### src/tcpq_pkg.sv
`timescale 1ns / 1ps
`default_nettype none

package tcpq_pkg;

	localparam int DEPTH    = 16;
	localparam int TAG_BITS = 16;
	localparam int KEY_W    = 8;
	localparam int ADDR_W   = $clog2(DEPTH);
	localparam int OCC_W    = $clog2(DEPTH + 1);
	localparam int ENTRY_W  = KEY_W + TAG_BITS;

	localparam logic [KEY_W-1:0] THRESHOLD_RESET = 8'd65;

	// Register index taken from paddr[2].
	localparam logic REG_THRESHOLD = 1'b0;

	typedef enum logic [0:0] {
		CMD_ENQUEUE = 1'b0,
		CMD_DEQUEUE = 1'b1
	} cmd_t;

	typedef enum logic [1:0] {
		ST_ENQUEUED = 2'd0,
		ST_DEQUEUED = 2'd1,
		ST_EMPTY    = 2'd2,
		ST_FULL     = 2'd3
	} status_t;

	typedef struct packed {
		cmd_t                cmd;
		logic [KEY_W-1:0]    item_key;
		logic [TAG_BITS-1:0] item_tag;
	} in_item_t;

	typedef struct packed {
		status_t             status;
		logic [TAG_BITS-1:0] out_tag;
		logic [KEY_W-1:0]    out_key;
		logic [OCC_W-1:0]    occupancy;
	} out_item_t;

	typedef struct packed {
		logic      valid;
		out_item_t item;
	} res_push_t;

	function automatic logic [ADDR_W-1:0] next_ptr(input logic [ADDR_W-1:0] p);
		return (p == ADDR_W'(DEPTH - 1)) ? '0 : p + 1'b1;
	endfunction

endpackage

`default_nettype wire

### src/tcpq_ram.sv
`timescale 1ns / 1ps
`default_nettype none

module tcpq_ram #(
	parameter int WIDTH = 24,
	parameter int DEPTH = 16,
	localparam int AW   = $clog2(DEPTH)
) (
	input  wire logic             clk,
	input  wire logic             we,
	input  wire logic [AW-1:0]    waddr,
	input  wire logic [WIDTH-1:0] wdata,
	input  wire logic             re,
	input  wire logic [AW-1:0]    raddr,
	output logic      [WIDTH-1:0] rdata
);

	logic [WIDTH-1:0] mem [DEPTH];

	always_ff @(posedge clk) begin
		if (we) begin
			mem[waddr] <= wdata;
		end
		if (re) begin
			rdata <= mem[raddr];
		end
	end

endmodule

`default_nettype wire

### src/tcpq_resq.sv
`timescale 1ns / 1ps
`default_nettype none

module tcpq_resq (
	input  wire logic                  clk,
	input  wire logic                  arst_n,
	input  wire tcpq_pkg::res_push_t   push,
	output logic                       ready,
	output logic                       out_valid,
	input  wire logic                  out_stall,
	output tcpq_pkg::out_item_t        out_data
);

	import tcpq_pkg::*;

	out_item_t  ent_q [2];
	logic       wr_q;
	logic       rd_q;
	logic [1:0] cnt_q;
	logic       pop;

	assign out_valid = (cnt_q != 2'd0);
	assign out_data  = ent_q[rd_q];
	assign pop       = out_valid && !out_stall;
	assign ready     = (cnt_q != 2'd2);

	always_ff @(posedge clk) begin
		if (push.valid) begin
			ent_q[wr_q] <= push.item;
		end
	end

	always_ff @(posedge clk or negedge arst_n) begin
		if (!arst_n) begin
			wr_q  <= 1'b0;
			rd_q  <= 1'b0;
			cnt_q <= 2'd0;
		end else begin
			if (push.valid) begin
				wr_q <= !wr_q;
			end
			if (pop) begin
				rd_q <= !rd_q;
			end
			cnt_q <= cnt_q + {1'b0, push.valid} - {1'b0, pop};
		end
	end

`ifndef SYNTH
	a_no_overflow: assert property (@(posedge clk) disable iff (!arst_n)
		push.valid |-> cnt_q != 2'd2)
		else $error("Result queue written while full.");
`endif

endmodule

`default_nettype wire

### src/tcpq_ctrl.sv
`timescale 1ns / 1ps
`default_nettype none

module tcpq_ctrl (
	input  wire logic                        clk,
	input  wire logic                        arst_n,
	input  wire logic                        in_valid,
	output logic                             in_stall,
	input  wire tcpq_pkg::in_item_t          in_data,
	input  wire logic [tcpq_pkg::KEY_W-1:0]  threshold,
	input  wire logic                        res_ready,
	output tcpq_pkg::res_push_t              push
);

	import tcpq_pkg::*;

	logic [ADDR_W-1:0]  p_head_q, p_tail_q, n_head_q, n_tail_q;
	logic [OCC_W-1:0]   p_cnt_q, n_cnt_q, occ_q, total;
	logic               busy_q, sel_pri_q;
	logic               accept, is_enq, is_pri, full, empty, p_nonempty;
	logic               do_push, do_pop;
	logic [ENTRY_W-1:0] wdata, p_rdata, n_rdata, rdata;

	assign total      = p_cnt_q + n_cnt_q;
	assign full       = (total == OCC_W'(DEPTH));
	assign empty      = (total == '0);
	assign p_nonempty = (p_cnt_q != '0);
	assign is_enq     = (in_data.cmd == CMD_ENQUEUE);
	assign is_pri     = (in_data.item_key >= threshold);
	assign in_stall   = busy_q || !res_ready;
	assign accept     = in_valid && !in_stall;
	assign do_push    = accept && is_enq && !full;
	assign do_pop     = accept && !is_enq && !empty;
	assign wdata      = {in_data.item_key, in_data.item_tag};
	assign rdata      = sel_pri_q ? p_rdata : n_rdata;

	tcpq_ram #(.WIDTH(ENTRY_W), .DEPTH(DEPTH)) u_pri_ram (
		.clk   (clk),
		.we    (do_push && is_pri),
		.waddr (p_tail_q),
		.wdata (wdata),
		.re    (do_pop && p_nonempty),
		.raddr (p_head_q),
		.rdata (p_rdata)
	);

	tcpq_ram #(.WIDTH(ENTRY_W), .DEPTH(DEPTH)) u_nrm_ram (
		.clk   (clk),
		.we    (do_push && !is_pri),
		.waddr (n_tail_q),
		.wdata (wdata),
		.re    (do_pop && !p_nonempty),
		.raddr (n_head_q),
		.rdata (n_rdata)
	);

	always_comb begin
		push.valid          = busy_q || (accept && (is_enq || empty));
		push.item.status    = ST_EMPTY;
		push.item.out_tag   = '0;
		push.item.out_key   = '0;
		push.item.occupancy = total;
		if (busy_q) begin
			push.item.status    = ST_DEQUEUED;
			push.item.out_tag   = rdata[TAG_BITS-1:0];
			push.item.out_key   = rdata[ENTRY_W-1 -: KEY_W];
			push.item.occupancy = occ_q;
		end else if (is_enq) begin
			if (full) begin
				push.item.status = ST_FULL;
			end else begin
				push.item.status    = ST_ENQUEUED;
				push.item.occupancy = total + 1'b1;
			end
		end
	end

	always_ff @(posedge clk) begin
		if (do_pop) begin
			sel_pri_q <= p_nonempty;
			occ_q     <= total - 1'b1;
		end
	end

	always_ff @(posedge clk or negedge arst_n) begin
		if (!arst_n) begin
			p_head_q <= '0;
			p_tail_q <= '0;
			n_head_q <= '0;
			n_tail_q <= '0;
			p_cnt_q  <= '0;
			n_cnt_q  <= '0;
			busy_q   <= 1'b0;
		end else begin
			busy_q <= do_pop;
			if (do_push) begin
				if (is_pri) begin
					p_tail_q <= next_ptr(p_tail_q);
					p_cnt_q  <= p_cnt_q + 1'b1;
				end else begin
					n_tail_q <= next_ptr(n_tail_q);
					n_cnt_q  <= n_cnt_q + 1'b1;
				end
			end
			if (do_pop) begin
				if (p_nonempty) begin
					p_head_q <= next_ptr(p_head_q);
					p_cnt_q  <= p_cnt_q - 1'b1;
				end else begin
					n_head_q <= next_ptr(n_head_q);
					n_cnt_q  <= n_cnt_q - 1'b1;
				end
			end
		end
	end

`ifndef SYNTH
	a_total_bound: assert property (@(posedge clk) disable iff (!arst_n)
		total <= OCC_W'(DEPTH))
		else $error("Entry count exceeds capacity.");

	a_busy_one_cycle: assert property (@(posedge clk) disable iff (!arst_n)
		busy_q |=> !busy_q)
		else $error("Dequeue read lasted more than one cycle.");

	a_push_count: assert property (@(posedge clk) disable iff (!arst_n)
		do_push |=> total == $past(total) + 1'b1)
		else $error("Enqueue did not raise the entry count.");

	a_pop_count: assert property (@(posedge clk) disable iff (!arst_n)
		do_pop |=> total == $past(total) - 1'b1 && push.valid)
		else $error("Dequeue did not lower the entry count or return a result.");
`endif

endmodule

`default_nettype wire

### src/two_class_priority_queue.sv
`timescale 1ns / 1ps
`default_nettype none

// Two-class queue with strict priority and FIFO order within each class. An enqueue
// whose key is at or above the threshold register joins the priority class; the rest
// join the normal class, and a dequeue takes the oldest priority entry before any
// normal one. Both classes share 16 entries, each class kept in its own RAM with separate
// read and write ports and a registered read. An enqueue's result is pushed as it is taken;
// a dequeue first waits for the registered RAM read of the head entry. One request is in
// work at a time. Results pass through a two-entry output queue, so a request is taken while
// one earlier result still waits. The threshold sits at byte address 0 and resets to
// 65; change it only while the block is idle.
module two_class_priority_queue (
	input  wire logic                 clk,
	input  wire logic                 arst_n,
	input  wire logic                 in_valid,
	output logic                      in_stall,
	input  wire tcpq_pkg::in_item_t   in_data,
	output logic                      out_valid,
	input  wire logic                 out_stall,
	output tcpq_pkg::out_item_t       out_data,
	input  wire logic                 psel,
	input  wire logic                 penable,
	input  wire logic                 pwrite,
	input  wire logic [2:0]           paddr,
	input  wire logic [31:0]          pwdata,
	output logic      [31:0]          prdata,
	output logic                      pready
);

	import tcpq_pkg::*;

	logic [KEY_W-1:0] threshold_q;
	logic             res_ready;
	res_push_t        push;

	assign pready = 1'b1;
	assign prdata = (paddr[2] == REG_THRESHOLD) ? {{(32 - KEY_W){1'b0}}, threshold_q} : '0;

	always_ff @(posedge clk or negedge arst_n) begin
		if (!arst_n) begin
			threshold_q <= THRESHOLD_RESET;
		end else if (psel && penable && pwrite && pready && paddr[2] == REG_THRESHOLD) begin
			threshold_q <= pwdata[KEY_W-1:0];
		end
	end

	tcpq_ctrl u_ctrl (
		.clk       (clk),
		.arst_n    (arst_n),
		.in_valid  (in_valid),
		.in_stall  (in_stall),
		.in_data   (in_data),
		.threshold (threshold_q),
		.res_ready (res_ready),
		.push      (push)
	);

	tcpq_resq u_resq (
		.clk       (clk),
		.arst_n    (arst_n),
		.push      (push),
		.ready     (res_ready),
		.out_valid (out_valid),
		.out_stall (out_stall),
		.out_data  (out_data)
	);

endmodule

`default_nettype wire

### config.mk
export PLATFORM = sky130hd
export DESIGN_NAME = two_class_priority_queue
export DESIGN_NICKNAME = d
export VERILOG_FILES = /design/src/tcpq_pkg.sv /design/src/tcpq_ram.sv /design/src/tcpq_resq.sv /design/src/tcpq_ctrl.sv /design/src/two_class_priority_queue.sv
export SDC_FILE = /design/constraint.sdc
export NUM_CORES = 1
export LEC_CHECK = 0
export BUFFER_PORTS_ARGS = -buffer_cell sky130_fd_sc_hd__buf_2
export CORE_MARGIN = 4
export CORE_UTILIZATION = 45
export CTS_CLUSTER_SIZE = 24
export DETAILED_ROUTE_END_ITERATION = 10
export SYNTH_ARGS = -nofsm -noshare
export SYNTH_HDL_FRONTEND = slang
export SYNTH_SLANG_ARGS = --single-unit
### constraint.sdc
create_clock -name clk -period 7.15 [get_ports clk]
set_input_delay 0.715 -clock clk [delete_from_list [all_inputs] [get_ports clk]]
set_output_delay 0.715 -clock clk [all_outputs]
set_load 0.02 [all_outputs]
### Word-level counts from Yosys, hierarchy flattened

Memory sizes are Yosys's and may differ from the RTL's. A register that Yosys moved wholly into a read port is not among the register bits.
Cells that the tools add are included.

* add/subtract/negate cells: 13
* magnitude comparators: 1
* equality and inequality tests: 6
* mux-type cells: 27
* bitwise gates (word level): 4
* reductions and logical operators: 33

Operators with widths (count)
* 5-bit 2-to-1 mux: 11
* 24-bit 2-to-1 mux: 2
* 4-bit by 1-bit adder with 4-bit output (second input constant): 4
* 4-bit == test (second input constant): 4
* 4-bit 2-to-1 mux: 4
* 5-bit by 1-bit adder with 5-bit output (second input constant): 3
* 5-bit by 1-bit subtractor with 5-bit output (second input constant): 3
* 1-bit logical AND: 14
* 1-bit logical NOT: 9
* 8-bit >= comparator: 1
* 8-bit 2-to-1 mux: 1
* 2-bit AND reduction: 4
* 1-bit 2-to-1 mux: 6
* 2-bit 2-to-1 mux: 3
* 5-bit adder: 1
* 5-bit == test (second input constant): 1
* 5-bit logical NOT: 1
* 5-bit nonzero test: 1
* 1-bit NOT: 4
* 1-bit logical OR: 3
* 2-bit by 1-bit adder with 2-bit output: 1
* 2-bit != test (second input constant): 1
* 2-bit nonzero test: 1
* 2-bit by 1-bit subtractor with 2-bit output: 1

* bits in registers: 45
* memory bits (writable): 830
* word-level logic and storage cells: 100
* memories: 3

Memories
* u_ctrl.u_nrm_ram.mem: words 16, bits a word 24, rd ports 1, clocked after memory_dff 1, write ports 1, RTL line tcpq_ram.sv:18 `logic [WIDTH-1:0] mem [DEPTH];`
* u_ctrl.u_pri_ram.mem: words 16, bits a word 24, rd ports 1, clocked after memory_dff 1, write ports 1, RTL line tcpq_ram.sv:18
* u_resq.ent_q: words 2, bits a word 31, rd ports 1, clocked after memory_dff 0, write ports 1, RTL line tcpq_resq.sv:16 `out_item_t ent_q [2];`

### Longest topological paths before layout

Gate-level depths: netlist of run 1.

* depth in word-level cells: 10
* depth in mapped cells: 13
* depth with buffers taken out: 13

### Modules after synthesis

A second synthesis of run 1 with hierarchy kept.

* cell total of the unflattened synthesis: 1726
* area total of the unflattened synthesis: 36246.0 um2

By module, submodules not included
* tcpq_ram: instances 2, cells each 636, area an instance 15170.8 um2
* tcpq_ctrl: instances 1, cells each 287, area an instance 2730.1 um2
* tcpq_resq: instances 1, cells each 115, area an instance 2592.5 um2
* two_class_priority_queue: instances 1, cells each 52, area an instance 581.8 um2

### Worst setup path before layout of run 1

No wires, ideal clock.

* kind: register to register
* from: register u_ctrl.p_cnt_q[0]
* to: memory u_ctrl.u_pri_ram.mem[0][0] (enable)
* library setup time: 0.474 ns
* data arrival time: 4.783 ns
* setup slack: 1.893 ns
* stages on the path, launching flop included: 10
* cell sequence: dfrtp_1 ha_1 inv_1 fa_1 ha_1 nand2b_1 a2111oi_4 nor2_2 o211ai_1 nor4b_1

* longest elaborated chain between the ends: 7

RTL lines
* start, declared: RTL line tcpq_ctrl.sv:18 `logic [OCC_W-1:0] p_cnt_q, n_cnt_q, occ_q, total;`
* start signal, assigned: RTL line tcpq_ctrl.sv:99 `p_cnt_q <= p_cnt_q + 1'b1;`
* start signal, assigned: RTL line tcpq_ctrl.sv:108 `p_cnt_q <= p_cnt_q - 1'b1;`
* 5-bit adder: RTL line tcpq_ctrl.sv:24 `assign total = p_cnt_q + n_cnt_q;`
* 5-bit == test: RTL line tcpq_ctrl.sv:25 `assign full = (total == OCC_W'(DEPTH));`
* 1-bit logical NOT: RTL line tcpq_ctrl.sv:32 `assign do_push = accept && is_enq && !full;`
* 1-bit logical AND: RTL line tcpq_ctrl.sv:32
* 1-bit logical AND: RTL line tcpq_ctrl.sv:39 `.we (do_push && is_pri),`
* 1-bit 2-to-1 mux: RTL line tcpq_ram.sv:21 `if (we) begin`
* 1-bit 2-to-1 mux (not written as such): RTL line tcpq_ram.sv:22 `mem[waddr] <= wdata;`
* end, declared: RTL line tcpq_ram.sv:18

No other way between the ends.

### Final worst setup path of run 1

* from: register u_ctrl.p_cnt_q[0]
* to: memory u_ctrl.u_pri_ram.mem[0][9] (enable)

The elaborated chain is that of the path after synthesis.

==> impl_metrics.yaml, run 1 <==
status:
  outcome: "finished clean"
place:
  io_buffers: 81
  routabilityCongestion: 0.747
  post-dp-hpwl_um: 45800
sta:
  hold_viol_final: 0
  min_period_ns: 4.56
  finalCritPeriodShare: 0.638
  setup_viol: 0
  tightest_slew_ns: 1.12
  rsz0062_at_grt: "false"
  finClkSkew_ns: 0.0214
  final_max_slew_viol_count: 0
  tns_ns: 0
  timing.fmax_mhz: 219
  slew_headroom: 0.255
cells_and_area:
  drive_gt1_frac: 0.214
  area_growth_pct: 12.6
  antennaDiodeCount: 0
  final.fill_count: 6485
  final_util: 0.512
  final_nets: 2231
die:
  pin_count: 133
  die_x_um: 294
  chipHeight_um: 294
  start_util: 0.455
  rows: 104
  die_area_mm2: 0.0862
  core-area_mm2: 0.0807
yosys:
  syn-cell-area_mm2: 0.0367
  syn_area_per_cell_um2: 18.3
  synth_top_area_share: 0.723
  ys_top_cells_by_area: "edfxtp_1 (72%), mux4_2 (5.9%), mux2i_1 (5.0%)"
  yosysSeqAreaShare: 0.750
  synth_flop_cell: "edfxtp_1"
  synthArstFlopShare: 0.0423
  yosysWarnings: 0
  yosysTopAreaCell: "edfxtp_1"
  syn_inst: 2005
  synth-edff-count: 884
  synthDistinctLibCells: 61
  synth_seq_cells: 923
drt:
  first_iter_violations: 1542
  wl_um: 81400
  vias_per_cell: 5.61
  ant_nets: 0
  dr_total_vias: 18338
  dr.pass1.iters: 5
  post-route-drc-count: 0
  wire_per_inst_um: 24.9
global_route:
  grt_pass1_wl_um: 120000
  antenna_found_initial: 1
  gr-usage-all-layers: 0.188
  grt_max_degree: 93
  grt_overflow_total: 0
  grt_pass1_vias: 18747
clocking:
  cts_root_buf: "clkbuf_16"
  cts_buffers: 94
  clkTransAtPathRegs_ns: 0.06
  cts-hold-fix-buffers: 0
  clock-sinks: 923
  htree_levels: 3
  cts-resized-gates: 0
  clock_latency_ns: 0.64
  cts_tree: "yes"
  cts_buffer_depth: 3
  postCtsSetupBuffers: 0
critical_path:
  r2r_slack_ns: 2.59
  cp_max_fo: 18
  crit_path_cell_trace: "ha_1 > inv_1 > fa_1 > ha_1 > nand2b_1 > a2111oi_4 > nor2_2 > o211ai_1 > nor4b_2 > buf_4"
  crit_family: "simple AND/OR/NAND/NOR gates"
  critPathBufInv: 2
  slowest_stage: "nor4b_2"
  rr_endpoint: "u_ctrl.u_pri_ram.mem[0][9]$_DFFE_PP_"
  r2r-start: "u_ctrl.p_cnt_q[0]$_DFF_PN0_"
  slowest_delay_ns: 1.04
  required_ns: 7.44
  reg2regPathDepth: 10
  end_kind: "flop"
  cp_common_cell: "ha_1"
  path_class: "flop to flop"
  arrival_ns: 4.86
  worstSetupStartpointType: "flop"
job:
  drv_cap: 0
min_path:
  hp-class: "input pin to asynchronous set/reset pin"
power_and_ir_drop:
  max-vdd-ir-drop_v: 0.000208
  powerDensity_mw_per_mm2: 366
  power_w: 0.0151
  power.leakage_nw: 13.9
[sequential cells by signal (all words and copies together), names as in the netlist]
name	count
u_ctrl.u_nrm_ram.mem	384
u_ctrl.u_pri_ram.mem	384
u_resq.ent_q	62
u_ctrl.u_nrm_ram.rdata	24
u_ctrl.u_pri_ram.rdata	24
threshold_q	8
u_ctrl.n_cnt_q	5
u_ctrl.occ_q	5
u_ctrl.p_cnt_q	5
u_ctrl.n_head_q	4
u_ctrl.n_tail_q	4
u_ctrl.p_head_q	4
u_ctrl.p_tail_q	4
u_resq.cnt_q	2
u_ctrl.busy_q	1
u_ctrl.sel_pri_q	1
u_resq.rd_q	1
u_resq.wr_q	1
[layer usage]
| layer | GRT usage | routed length (um) | vias to the layer above |
|---|---|---|---|
| li1 | - | - | 8224 |
| met1 | 0.264 | 35800 | 9545 |
| met2 | 0.313 | 40000 | 473 |
| met3 | 0.0312 | 4290 | 96 |
| met4 | 0.0422 | 1330 | 0 |
| met5 | 0 | 0 | - |
[power breakdown]
part	leakage, nW	internal (W)	switching [W]
registers	8.45	0.00644	0.000385
clock network	1.41	0.00264	0.00197
logic	3.99	0.00156	0.00214
[kinds of logic (layout without fill, tap and decap cells)]
family                     after synthesis  in the layout  synth area share
DFF                                    923            923             0.750
muxes                                  354            354             0.132
AOI/OAI and AO/OA                      292            292            0.0521
and+or+nand+nor                        216            216            0.0281
buffers and inverters                  159            339            0.0200
adders and majority gates               32             32            0.0111
xor gates and xnor gates                27             27           0.00705
other                                    2             25          0.000205
[area by class of cell]
cell class,instances,area [um2],area share
Sequential cell,923,27500,0.666
Multi-Input combinational cell,946,8640,0.209
Clock buffer,124,2540,0.0614
Tap cell,1060,1330,0.0321
Timing Repair Buffer,134,816,0.0197
Clock inverter,48,347,0.00839
Inverter,33,124,0.00300
[worst max path at each step]
stage                                      startpoint                                    end  slack [ns]  cells after the start
after floorplan           u_ctrl.p_cnt_q[0]$_DFF_PN0_   u_ctrl.u_pri_ram.mem[0][0]$_DFFE_PP_        1.89                      9
after global placement                    in_data[16]   u_ctrl.u_pri_ram.mem[0][3]$_DFFE_PP_        2.68                      9
after detailed placement  u_ctrl.p_cnt_q[0]$_DFF_PN0_   u_ctrl.u_pri_ram.mem[0][3]$_DFFE_PP_        2.58                     10
after CTS                 u_ctrl.p_cnt_q[0]$_DFF_PN0_   u_ctrl.u_pri_ram.mem[0][9]$_DFFE_PP_        2.57                     10
after global routing      u_ctrl.p_cnt_q[0]$_DFF_PN0_  u_ctrl.u_pri_ram.mem[2][13]$_DFFE_PP_        2.38                     10
final                     u_ctrl.p_cnt_q[0]$_DFF_PN0_   u_ctrl.u_pri_ram.mem[0][9]$_DFFE_PP_        2.59                     10
[synthesized netlist by cell type, drive strengths merged (2+ instances only)]
cell / instances
or2: 3
edfxtp: 884
nand2: 99
nor3: 4
clkbuf: 59
mux2i: 182
conb: 2
dfstp: 2
xor2: 6
nor4b: 4
and3: 7
o41ai: 5
mux2: 76
xnor2: 21
and4: 8
or3: 2
and2: 11
dfrtp: 37
inv: 32
a22oi: 50
a211oi: 5
nor4: 4
o2111ai: 3
o31ai: 3
ha: 31
buf: 67
mux4: 96
nand2b: 4
o21ai: 102
a221oi: 48
a21o: 5
a21oi: 59
nor2b: 7
nor3b: 9
nand3: 10
o211ai: 2
nor2: 42
a311oi: 3
[placed cells by master, fill, tap and decap left out, types with 31 or more instances in the layout]
cell type and count:
edfxtp_1 884, buf_2 81, nor2_1 40, ha_1 31
nand2_1 99, mux2i_1 182, dfrtp_1 31, mux4_2 96
a21oi_1 58, o21ai_0 99, clkbuf_16 97, a221oi_1 48
mux2_2 76, buf_4 52, a22oi_1 50
[through the flow]
step / setup slack [ns] / area (um2) / cells / hold slack [ns]
after global routing: 2.38 / 41300 / 3268 / 0.285
after CTS: 2.57 / 41300 / 3268 / 0.246
after detailed placement: 2.58 / 38400 / 3096 / 0.491
after global placement: 2.68 / 38400 / 3096 / 0.489
after floorplan: 1.89 / 36800 / 2028 / 0.419
final: 2.59 / 41300 / 3268 / 0.248
Power figures use the tool's default switching activity.
==> run 2, diff against run 1 <==
- clock period: 7.15 -> 4.1 ns (I/O delays scaled with it)
==> impl_metrics.yaml, run 2 (synthesis results as in run 1) <==
critical_path:
  crit_family: "simple AND/OR/NAND/NOR gates"
  critPathBufInv: 2
  cp_max_fo: 24
  slowest_stage: "fa_1"
  end_kind: "flop"
  path_class: "flop to flop"
  worstSetupStartpointType: "flop"
  arrival_ns: 4.10
  crit_path_cell_trace: "ha_1 > inv_1 > fa_1 > ha_1 > nand2b_1 > a2111oi_4 > nor2_2 > o211ai_1 > nor3b_1 > and2_1 > buf_12"
  required_ns: 4.42
  slowest_delay_ns: 0.55
  r2r_slack_ns: 0.33
  cp_common_cell: "ha_1"
cells_and_area:
  final_util: 0.519
  largestRegisters: "u_ctrl.u_nrm_ram.mem x384, u_ctrl.u_pri_ram.mem x384, u_resq.ent_q x62"
  drive_gt1_frac: 0.219
  area_growth_pct: 14.1
  final.fill_count: 6405
  antennaDiodeCount: 0
  final_nets: 2258
  final_cell_count_no_fill: 3291
  layout_common_cells: "edfxtp_1 (884), mux2i_1 (182), nand2_1 (99), o21ai_0 (99), mux4_2 (96)"
  final_common_cell: "edfxtp_1"
die:
  start_util: 0.455
  rows: 104
  core-area_mm2: 0.0807
  die_x_um: 294
  chipHeight_um: 294
  pin_count: 133
  die_area_mm2: 0.0862
clocking:
  postCtsSetupBuffers: 0
  cts_root_buf: "clkbuf_16"
  cts_buffer_depth: 3
  htree_levels: 3
  cts_buffers: 92
  cts_tree: "yes"
  clock-sinks: 923
  clkTransAtPathRegs_ns: 0.06
  clock_latency_ns: 0.64
place:
  routabilityCongestion: 0.820
  io_buffers: 81
  post-dp-hpwl_um: 48200
  dp.cells: 3116
sta:
  rsz0062_at_grt: "false"
  slew_headroom: 0.160
  final_max_slew_viol_count: 0
  min_period_ns: 3.77
  tightest_slew_ns: 1.26
  finalCritPeriodShare: 0.921
  hold_viol_final: 0
  finClkSkew_ns: 0.0186
  setup_viol: 0
  timing.fmax_mhz: 265
status:
  outcome: "finished clean"
global_route:
  grt_pass1_wl_um: 121000
  gr-usage-all-layers: 0.189
  grt_overflow_total: 0
  grt_max_degree: 52
  grt_pass1_vias: 18851
  antenna_found_initial: 0
drt:
  dr.pass1.iters: 5
  wire_per_inst_um: 24.8
  post-route-drc-count: 0
  dr_total_vias: 18496
  ant_nets: 0
  first_iter_violations: 1514
  vias_per_cell: 5.62
  wl_um: 81700
job:
  drv_cap: 0
power_and_ir_drop:
  power.leakage_nw: 14.0
  max-vdd-ir-drop_v: 0.000319
  powerDensity_mw_per_mm2: 630
min_path:
  hp-class: "input pin to flop"
run 2: path summary, 6_finish.rpt:
check,from,to,depth (start not counted)
max,u_ctrl.p_cnt_q[0]$_DFF_PN0_,u_ctrl.u_nrm_ram.mem[9][10]$_DFFE_PP_,11
min,out_stall,u_resq.rd_q$_DFFE_PN0P_,3
max reg2reg,u_ctrl.p_cnt_q[0]$_DFF_PN0_,u_ctrl.u_nrm_ram.mem[9][10]$_DFFE_PP_,11
min reg2reg,u_ctrl.n_cnt_q[4]$_DFF_PN0_,u_ctrl.n_cnt_q[4]$_DFF_PN0_,1
max in group asynchronous,arst_n,u_ctrl.n_head_q[0]$_DFFE_PN0P_,3
min in group asynchronous,arst_n,threshold_q[4]$_DFFE_PN0P_,3
run 2: metrics by stage:
| stage | instance area [um2] | setup TNS (ns) | hold WS, ns | total power [W] | setup slack (ns) |
|---|---|---|---|---|---|
| after floorplan | 36800 | -109.62 | 0.114 | 0.0167 | -1.16 |
| after global placement | 39000 | 0 | 0.488 | 0.0188 | 0.477 |
| final | 41900 | 0 | 0.0801 | 0.0264 | 0.325 |
| after CTS | 41900 | 0 | 0.0349 | 0.0267 | 0.381 |
| after detailed placement | 39000 | 0 | 0.486 | 0.0189 | 0.418 |
| after global routing | 41900 | 0 | 0.0962 | 0.0277 | 0.0972 |
run 2: worst register-to-register path, stage by stage (launching register included):
cell and delay, ns:
dfrtp_1 0.49, ha_1 0.24, inv_1 0.07, fa_1 0.55, ha_1 0.26, nand2b_1 0.12, a2111oi_4 0.06, nor2_2 0.41
o211ai_1 0.35, nor3b_1 0.45, and2_1 0.24, buf_12 0.21
run 2: final cells by class:
class / instances / area (um2) / share of cell area
sequential: 923 / 27500 / 0.657
timing repair buffer: 163 / 1460 / 0.0348
tap: 1060 / 1330 / 0.0317
clock buffer: 125 / 2480 / 0.0591
multi-input combinational: 946 / 8690 / 0.207
inverter: 33 / 124 / 0.00296
clock inverter: 41 / 283 / 0.00675
run 2: timing repair:
item,CTS,global route
gates resized for setup,0,0
endpoints found under the hold margin,45,0
hold buffers,9,0
setup endpoints to repair,0,0
run 2: report_power, final:
part           internal, W  switching [W]  total [W]
Clock              0.00436        0.00339    0.00775
Sequential          0.0112       0.000665     0.0119
Combinational      0.00288        0.00388    0.00676
Total               0.0185        0.00794     0.0264
run 2: per-layer routing:
metal / GRT usage / part of all wire / vias to the layer above / routed length (um)
met5: 0 / 0 / - / 0
li1: - / - / 8297 / -
met3: 0.0287 / 0.054 / 136 / 4430
met1: 0.263 / 0.43 / 9536 / 35500
met4: 0.0651 / 0.031 / 0 / 2550
met2: 0.310 / 0.48 / 527 / 39200
==> run 3, diff against run 2 <==
- REMOVE_ABC_BUFFERS: default -> 1
==> impl_metrics.yaml, run 3 (synthesis results as in run 1) <==
status:
  outcome: "finished clean"
sta:
  tightest_slew_ns: 1.19
  setup_ws_ns: 0.321
  slew_headroom: 0.209
  min_period_ns: 3.78
  hold_viol_final: 0
  final_max_slew_viol_count: 0
  finalCritPeriodShare: 0.922
  rsz0062_at_grt: "false"
  setup_viol: 0
  timing.fmax_mhz: 265
  finClkSkew_ns: 0.0229
critical_path:
  path_class: "flop to flop"
  cp_common_cell: "ha_1"
  worstSetupStartpointType: "flop"
  crit_path_cell_trace: "ha_1 > inv_1 > fa_1 > ha_1 > nand2b_1 > a2111oi_4 > nor2_2 > o211ai_1 > nor3_1 > and2_1 > buf_12"
  end_kind: "flop"
  arrival_ns: 4.10
  slowest_stage: "fa_1"
  cp_max_fo: 24
  required_ns: 4.43
  slowest_delay_ns: 0.54
place:
  place_ws_ns: 0.177
  post-dp-hpwl_um: 48700
  routabilityCongestion: 0.786
  placed_area_mm2: 0.0390
  io_buffers: 81
cells_and_area:
  area_growth_pct: 14.2
  antennaDiodeCount: 0
  final_nets: 2253
  final_area_mm2: 0.0419
  largestRegisters: "u_ctrl.u_nrm_ram.mem x384, u_ctrl.u_pri_ram.mem x384, u_resq.ent_q x62"
  layout_common_cells: "edfxtp_1 (884), mux2i_1 (182), nand2_1 (99), o21ai_0 (99), clkbuf_16 (97)"
  final.fill_count: 6462
  final_common_cell: "edfxtp_1"
  drive_gt1_frac: 0.218
  final_util: 0.520
global_route:
  grt_pass1_vias: 18795
  grt_overflow_total: 0
  antenna_found_initial: 1
  grt_max_degree: 104
  grt_pass1_wl_um: 121000
  gr-usage-all-layers: 0.189
die:
  chipHeight_um: 294
  die_area_mm2: 0.0862
  start_util: 0.455
  rows: 104
  core-area_mm2: 0.0807
  die_x_um: 294
  pin_count: 133
clocking:
  cts_tree: "yes"
  clock_latency_ns: 0.64
  cts_buffer_depth: 3
  clock-sinks: 923
  cts_root_buf: "clkbuf_16"
  htree_levels: 3
  cts_buffers: 95
  postCtsSetupBuffers: 0
  clkTransAtPathRegs_ns: 0.06
min_path:
  hp-class: "input pin to flop"
drt:
  wire_per_inst_um: 24.7
  dr_total_vias: 18475
  ant_nets: 0
  wl_um: 81000
  post-route-drc-count: 0
  dr.pass1.iters: 5
  vias_per_cell: 5.63
  first_iter_violations: 1474
job:
  drv_cap: 0
power_and_ir_drop:
  power_w: 0.0266
  max-vdd-ir-drop_v: 0.000629
  powerDensity_mw_per_mm2: 634
  power.leakage_nw: 14.0
run 3: final cells by class:
class / instances / area (um2) / share of cell area
repair buffers: 155 / 1410 / 0.0337
well taps: 1060 / 1330 / 0.0316
flip-flops and latches: 923 / 27500 / 0.657
inverters: 33 / 124 / 0.00296
clock buffers: 116 / 2500 / 0.0596
clock inverters: 48 / 370 / 0.00884
multi-input cells: 946 / 8650 / 0.206
run 3: critical path, delay by kind of cell, from the launching register on:
family / cells / cell delay [ns]
simple gates: 4 / 1.17
fa+ha+maj: 3 / 1.03
flops: 1 / 0.50
compound gates: 2 / 0.45
buf+inv: 2 / 0.28
run 3: timing repair:
| action | CTS | global route |
|---|---|---|
| hold endpoints to repair | 42 | 0 |
| hold buffers | 6 | 0 |
| endpoints found under the setup margin | 0 | 10 |
| resized for setup | 0 | 1 |
run 3: metal layers:
metal | vias up | GRT usage | part of all wire
met5 | - | 0 | 0
met4 | 0 | 0.0597 | 0.027
met3 | 110 | 0.0283 | 0.048
met2 | 485 | 0.307 | 0.48
met1 | 9621 | 0.267 | 0.44
li1 | 8259 | - | -
run 3: worst paths after layout:
kind,depth (start not counted),slack (ns),end,startpoint
setup / recovery,11,0.32,u_ctrl.u_nrm_ram.mem[0][9]$_DFFE_PP_,u_ctrl.p_cnt_q[0]$_DFF_PN0_
hold / removal,2,0.04,threshold_q[7]$_DFFE_PN0P_,pwdata[7]
setup reg to reg,11,0.32,u_ctrl.u_nrm_ram.mem[0][9]$_DFFE_PP_,u_ctrl.p_cnt_q[0]$_DFF_PN0_
hold reg to reg,1,0.49,u_ctrl.n_cnt_q[4]$_DFF_PN0_,u_ctrl.n_cnt_q[4]$_DFF_PN0_
max in group asynchronous,2,2.88,u_ctrl.p_head_q[0]$_DFFE_PN0P_,arst_n
min in group asynchronous,2,0.50,u_ctrl.p_cnt_q[3]$_DFF_PN0_,arst_n
run 3: power breakdown:
group | switching [W] | internal (W)
combinational | 0.00394 | 0.00282
clock | 0.00338 | 0.00461
sequential | 0.000569 | 0.0112
total | 0.00789 | 0.0187
run 3: stage by stage:
| stage | hold WS, ns | cells | setup TNS (ns) |
|---|---|---|---|
| after floorplan | 0.114 | 1902 | -286.51 |
| after global placement | 0.488 | 3111 | 0 |
| after detailed placement | 0.486 | 3111 | 0 |
| after CTS | 0.00293 | 3281 | 0 |
| after global routing | 0.0219 | 3281 | 0 |
| final | 0.0433 | 3281 | 0 |
